===== src/rtl/hgid_pkg.sv =====
// Shared constants, types and control structs of the group id assigner.
package hgid_pkg;

	localparam int SLOTS       = 1024;
	localparam int MAX_GROUPS  = 512;
	localparam int KEY_WIDTH   = 64;
	localparam int SLOT_W      = $clog2(SLOTS);
	localparam int GID_W       = 9;
	localparam int CNT_W       = 10;
	localparam int KEY_FIELD_W = 64;
	localparam int HASH_W      = 64;
	localparam int GROW_LIMIT  = (MAX_GROUPS < SLOTS / 2) ? MAX_GROUPS : SLOTS / 2;
	localparam int IN_DATA_W   = 144;
	localparam int OUT_DATA_W  = 88;

	typedef enum logic [2:0] {
		ST_CLR,
		ST_IDLE,
		ST_SLOT,
		ST_KEY,
		ST_EMIT
	} state_t;

	typedef enum logic [2:0] {
		RES_HIT,
		RES_NEW,
		RES_FULL,
		RES_READ,
		RES_NOGRP
	} res_kind_t;

	typedef struct packed {
		logic            valid;
		logic [HASH_W-1:0] hash;
		logic [GID_W-1:0]  grp;
	} slot_ent_t;

	typedef struct packed {
		logic      clr;
		logic      accept;
		logic      step;
		logic      key_rd;
		logic      emit;
		res_kind_t kind;
	} dp_cmd_t;

	typedef struct packed {
		logic clr_last;
		logic no_grp;
		logic slot_valid;
		logic hash_eq;
		logic key_eq;
		logic last_step;
		logic can_grow;
		logic out_free;
	} dp_stat_t;

endpackage


===== src/rtl/hgid_ctrl.sv =====
// Controller state machine: clearing pass, probe walk sequencing and result hand-off.
module hgid_ctrl (
	input  logic             clk,
	input  logic             arst_n,
	input  logic             in_valid,
	input  logic             in_action,
	output logic             in_ready,
	input  hgid_pkg::dp_stat_t stat,
	output hgid_pkg::dp_cmd_t  cmd
);
	import hgid_pkg::*;

	state_t    state_q, state_d;
	res_kind_t kind_q, kind_d;

	always_ff @(posedge clk or negedge arst_n) begin
		if (!arst_n) begin
			state_q <= ST_CLR;
			kind_q  <= RES_HIT;
		end else begin
			state_q <= state_d;
			kind_q  <= kind_d;
		end
	end

	always_comb begin
		state_d  = state_q;
		kind_d   = kind_q;
		in_ready = 1'b0;
		cmd      = '0;
		cmd.kind = kind_q;
		unique case (state_q)
			ST_CLR: begin
				cmd.clr = 1'b1;
				if (stat.clr_last)
					state_d = ST_IDLE;
			end
			ST_IDLE: begin
				in_ready = 1'b1;
				if (in_valid) begin
					cmd.accept = 1'b1;
					if (in_action) begin
						kind_d  = RES_READ;
						state_d = ST_EMIT;
					end else if (stat.no_grp) begin
						kind_d  = RES_NOGRP;
						state_d = ST_EMIT;
					end else begin
						state_d = ST_SLOT;
					end
				end
			end
			ST_SLOT: begin
				if (!stat.slot_valid) begin
					kind_d  = stat.can_grow ? RES_NEW : RES_FULL;
					state_d = ST_EMIT;
				end else if (stat.hash_eq) begin
					cmd.key_rd = 1'b1;
					state_d    = ST_KEY;
				end else if (stat.last_step) begin
					kind_d  = RES_FULL;
					state_d = ST_EMIT;
				end else begin
					cmd.step = 1'b1;
				end
			end
			ST_KEY: begin
				if (stat.key_eq) begin
					kind_d  = RES_HIT;
					state_d = ST_EMIT;
				end else if (stat.last_step) begin
					kind_d  = RES_FULL;
					state_d = ST_EMIT;
				end else begin
					cmd.step = 1'b1;
					state_d  = ST_SLOT;
				end
			end
			ST_EMIT: begin
				if (stat.out_free) begin
					cmd.emit = 1'b1;
					state_d  = ST_IDLE;
				end
			end
			default: state_d = ST_CLR;
		endcase
	end

`ifndef SYNTHESIS
	a_emit_then_idle: assert property (@(posedge clk) disable iff (!arst_n)
		cmd.emit |=> state_q == ST_IDLE)
		else $error("emit not followed by idle");
	a_key_after_hash: assert property (@(posedge clk) disable iff (!arst_n)
		state_q == ST_KEY |-> $past(state_q) == ST_SLOT && $past(stat.hash_eq))
		else $error("key check without hash match");
	a_one_cmd: assert property (@(posedge clk) disable iff (!arst_n)
		$onehot0({cmd.clr, cmd.accept, cmd.step, cmd.key_rd, cmd.emit}))
		else $error("conflicting datapath commands");
`endif

endmodule


===== config.mk =====
export PLATFORM = sky130hd
export DESIGN_NAME = hgid_ctrl
export DESIGN_NICKNAME = d
export VERILOG_FILES = /design/src/rtl/hgid_pkg.sv /design/src/rtl/hgid_ctrl.sv
export SDC_FILE = /design/constraint.sdc
export NUM_CORES = 1
export LEC_CHECK = 0
export ABC_AREA = 1
export CAP_MARGIN = 10
export CORE_AREA = 2 2 39 41
export CTS_CLUSTER_SIZE = 16
export DETAILED_ROUTE_END_ITERATION = 6
export DIE_AREA = 0 0 41 43
export DONT_BUFFER_PORTS = 1
export PLACE_DENSITY = 0.66
export SETUP_SLACK_MARGIN = 0.4
export SYNTH_ARGS = -nofsm -noshare
export SYNTH_HDL_FRONTEND = slang
export SYNTH_SLANG_ARGS = --single-unit

===== constraint.sdc =====
create_clock -name clk -period 2.3 [get_ports clk]
set_input_delay 0.46 -clock clk [delete_from_list [all_inputs] [get_ports clk]]
set_output_delay 0.46 -clock clk [all_outputs]
set_load 0.02 [all_outputs]

==> flow_summary.yaml <==
outcome:
  status: "finished clean"
setup_path:
  crit_chain: "inv_1 > nand3_1 > nor2_1 > inv_1 > nand2_1"
  worst_r2r_endpoint: "kind_q[0]"
  arrival_ns: 1.37
  r2r_slack_ns: 0.78
  crit_path_max_incr_delay_ns: 0.43
  reg2regPathDepth: 7
  critPathKind: "flop to output port"
  path_max_fanout: 6
  reg2reg_from: "state_q[2]"
  critPathLaunchType: "flop"
  end_kind: "output port"
  critPathSlowestCell: "dfrtp_1"
  required_ns: 1.84
  path_common_cell: "inv_1"
worst_hold_path:
  hp-start: "stat[0]"
  hold_depth: 3
  hold_end: "state_q[2]"
  hold_class: "primary input to flop"
sta:
  tightest_slew_ns: 0.4494
  min_period_ns: 1.833
  rsz0062_at_grt: "false"
  setup_viol_count_final: 0
  tns_ns: 0
  final_hold_viol_count: 0
  final.setup_skew_ns: 0.004192
  slew_headroom: 0.6993
  slew_violations: 0
  final.period_utilization: 0.7970
  clock.fmax_mhz: 545.5
  finalWorstSetupSlack_ns: 0.4668
pwr:
  ir_drop_mv: 0.5030
  power.density_nw_per_um2: 1130
  p_leak_nw: 0.3636
drt:
  drcViolationCount: 0
  wl_mm: 1.323
  first_pass_iters: 4
  via_count: 627
  wl_per_cell_um: 10.76
  ant_nets: 0
  vias_per_cell: 5.098
  drt-initial-drc-count: 20
global_routing:
  grt_antenna_before_repair: 0
  grt_usage: 0.1719
  globalRoute.totalOverflow: 0
  first_global_vias: 544
  grt_max_degree: 7
  grt_pass1_wl_mm: 2.083
placed_design:
  gp_congestion: 0.7962
  dp_cells: 119
  pre_cts_slack_ns: 0.7578
  hpwl_mm: 1.122
  portBuffers: 0
  placed_area_um2: 571.8
logic_synthesis:
  synth_area_um2: 544.3
  synthCells: 102
  syn-num-nets: 114
  synth_cell_type_count: 9
  yosysSeqAreaShare: 0.2759
  syn_area_per_cell_um2: 5.336
  yosys_warnings: 0
  yosys_register_bits: 6
cells_and_area:
  layout_common_cells: "nand2_1 (34), nand3_1 (21), inv_1 (19), nor2_1 (16), dfrtp_1 (6)"
  instances_no_fill: 123
  fin_area_um2: 606.8
  fillCellCount: 153
  nets: 121
  antennaDiodeCount: 0
  mostFrequentLayoutCell: "nand2_1"
  drive_gt1_frac: 0.05607
  syn2layout_area_growth_pct: 11.49
floorplanning:
  rows: 14
  ios: 21
  start_util: 0.3933
  die_w_um: 41
  placeableCoreArea_um2: 1384
  die_y_um: 43
  dieArea_um2: 1763
clock_tree:
  htreeDepth: 1
  clockBufferDepth: 2
  cts_root_buffer: "clkbuf_4"
  clk_latency_ns: 0.24
  post_cts_buffers: 0
  clkTransAtPathRegs_ns: 0.04
  cts_tree: "done"
  clock-sinks: 6
  cts_made_buffers: 3
run:
  max-cap-violations: 0
## flip-flops by register name (all words and copies together) (netlist names)
name     flops
kind_q       3
state_q      3
## power breakdown
part           internal (mW)  switching (mW)
Combinational          0.105           0.253
Sequential             0.152          0.0843
Clock                 0.0587          0.0332
## stage by stage
step | hold slack, ns | utilization | power (mW)
after detailed placement | 0.1646 | 0.4132 | 0.5856
after floorplan | 0.1644 | - | 0.5122
final | 0.4443 | 0.4385 | 0.6860
after global routing | 0.4633 | 0.4385 | 0.7548
after CTS | 0.4400 | 0.4367 | 0.6842
after global placement | 0.1646 | 0.4132 | 0.5826
## cell families (layout without fill, tap and decap cells)
logic type / count (synthesis) / after routing / share of synthesized area
AO/OA/AOI/OAI: 3 / 3 / 0.02758
flip-flops: 6 / 6 / 0.2759
buffers and inverters: 19 / 24 / 0.1310
AND/OR/NAND/NOR: 74 / 74 / 0.5655
## routing by layer
metal / wire length [um] / vias up / global-route usage
met5: 0 / - / 0
met4: 27 / 0 / 0.1133
met3: 95 / 4 / 0.01571
met2: 663 / 35 / 0.2625
met1: 537 / 265 / 0.2171
li1: - / 323 / -
## what timing repair did
action	CTS	global route
endpoints found under the setup margin	0	1
hold buffers	1	0
resized for setup	0	1
hold endpoints to repair	6	0
## worst max-delay path, delay by kind of cell, from the launching register on
kind | cells | cell delay (ns)
AND/OR/NAND/NOR | 3 | 0.43
flip-flops | 1 | 0.43
buffers and inverters | 2 | 0.26
## Yosys cell counts
| cell type | number | area share |
|---|---|---|
| nand2_1 | 34 | 0.23 |
| a21oi_1 | 1 | 0.0092 |
| o21ai_0 | 2 | 0.018 |
| nand3_1 | 21 | 0.19 |
| or2_2 | 1 | 0.012 |
| dfrtp_1 | 6 | 0.28 |
| nor3_1 | 1 | 0.0092 |
| nor2_1 | 17 | 0.12 |
| inv_1 | 19 | 0.13 |
## how the worst max path moves through the flow
stage,start,endpoint,slack [ns],depth (start not counted)
6_report,state_q[2],cmd[5],0.47,5
5_1_grt,state_q[2],cmd[5],0.40,5
4_1_cts,state_q[2],cmd[5],0.50,5
3_5_place_dp,state_q[2],cmd[5],0.76,5
3_3_place_gp,state_q[2],cmd[5],0.76,5
2_1_floorplan,state_q[0],cmd[3],0.75,3
## final cells by class
| class | instances | area, um2 | area share |
|---|---|---|---|
| Multi-Input combinational cell | 77 | 325.3 | 0.5361 |
| Sequential cell | 6 | 150.1 | 0.2474 |
| Inverter | 19 | 71.32 | 0.1175 |
| Clock buffer | 3 | 22.52 | 0.03711 |
| Tap cell | 16 | 20.02 | 0.03299 |
| Timing Repair Buffer | 2 | 17.52 | 0.02887 |
Note: power is estimated with default switching activity, not from simulation.
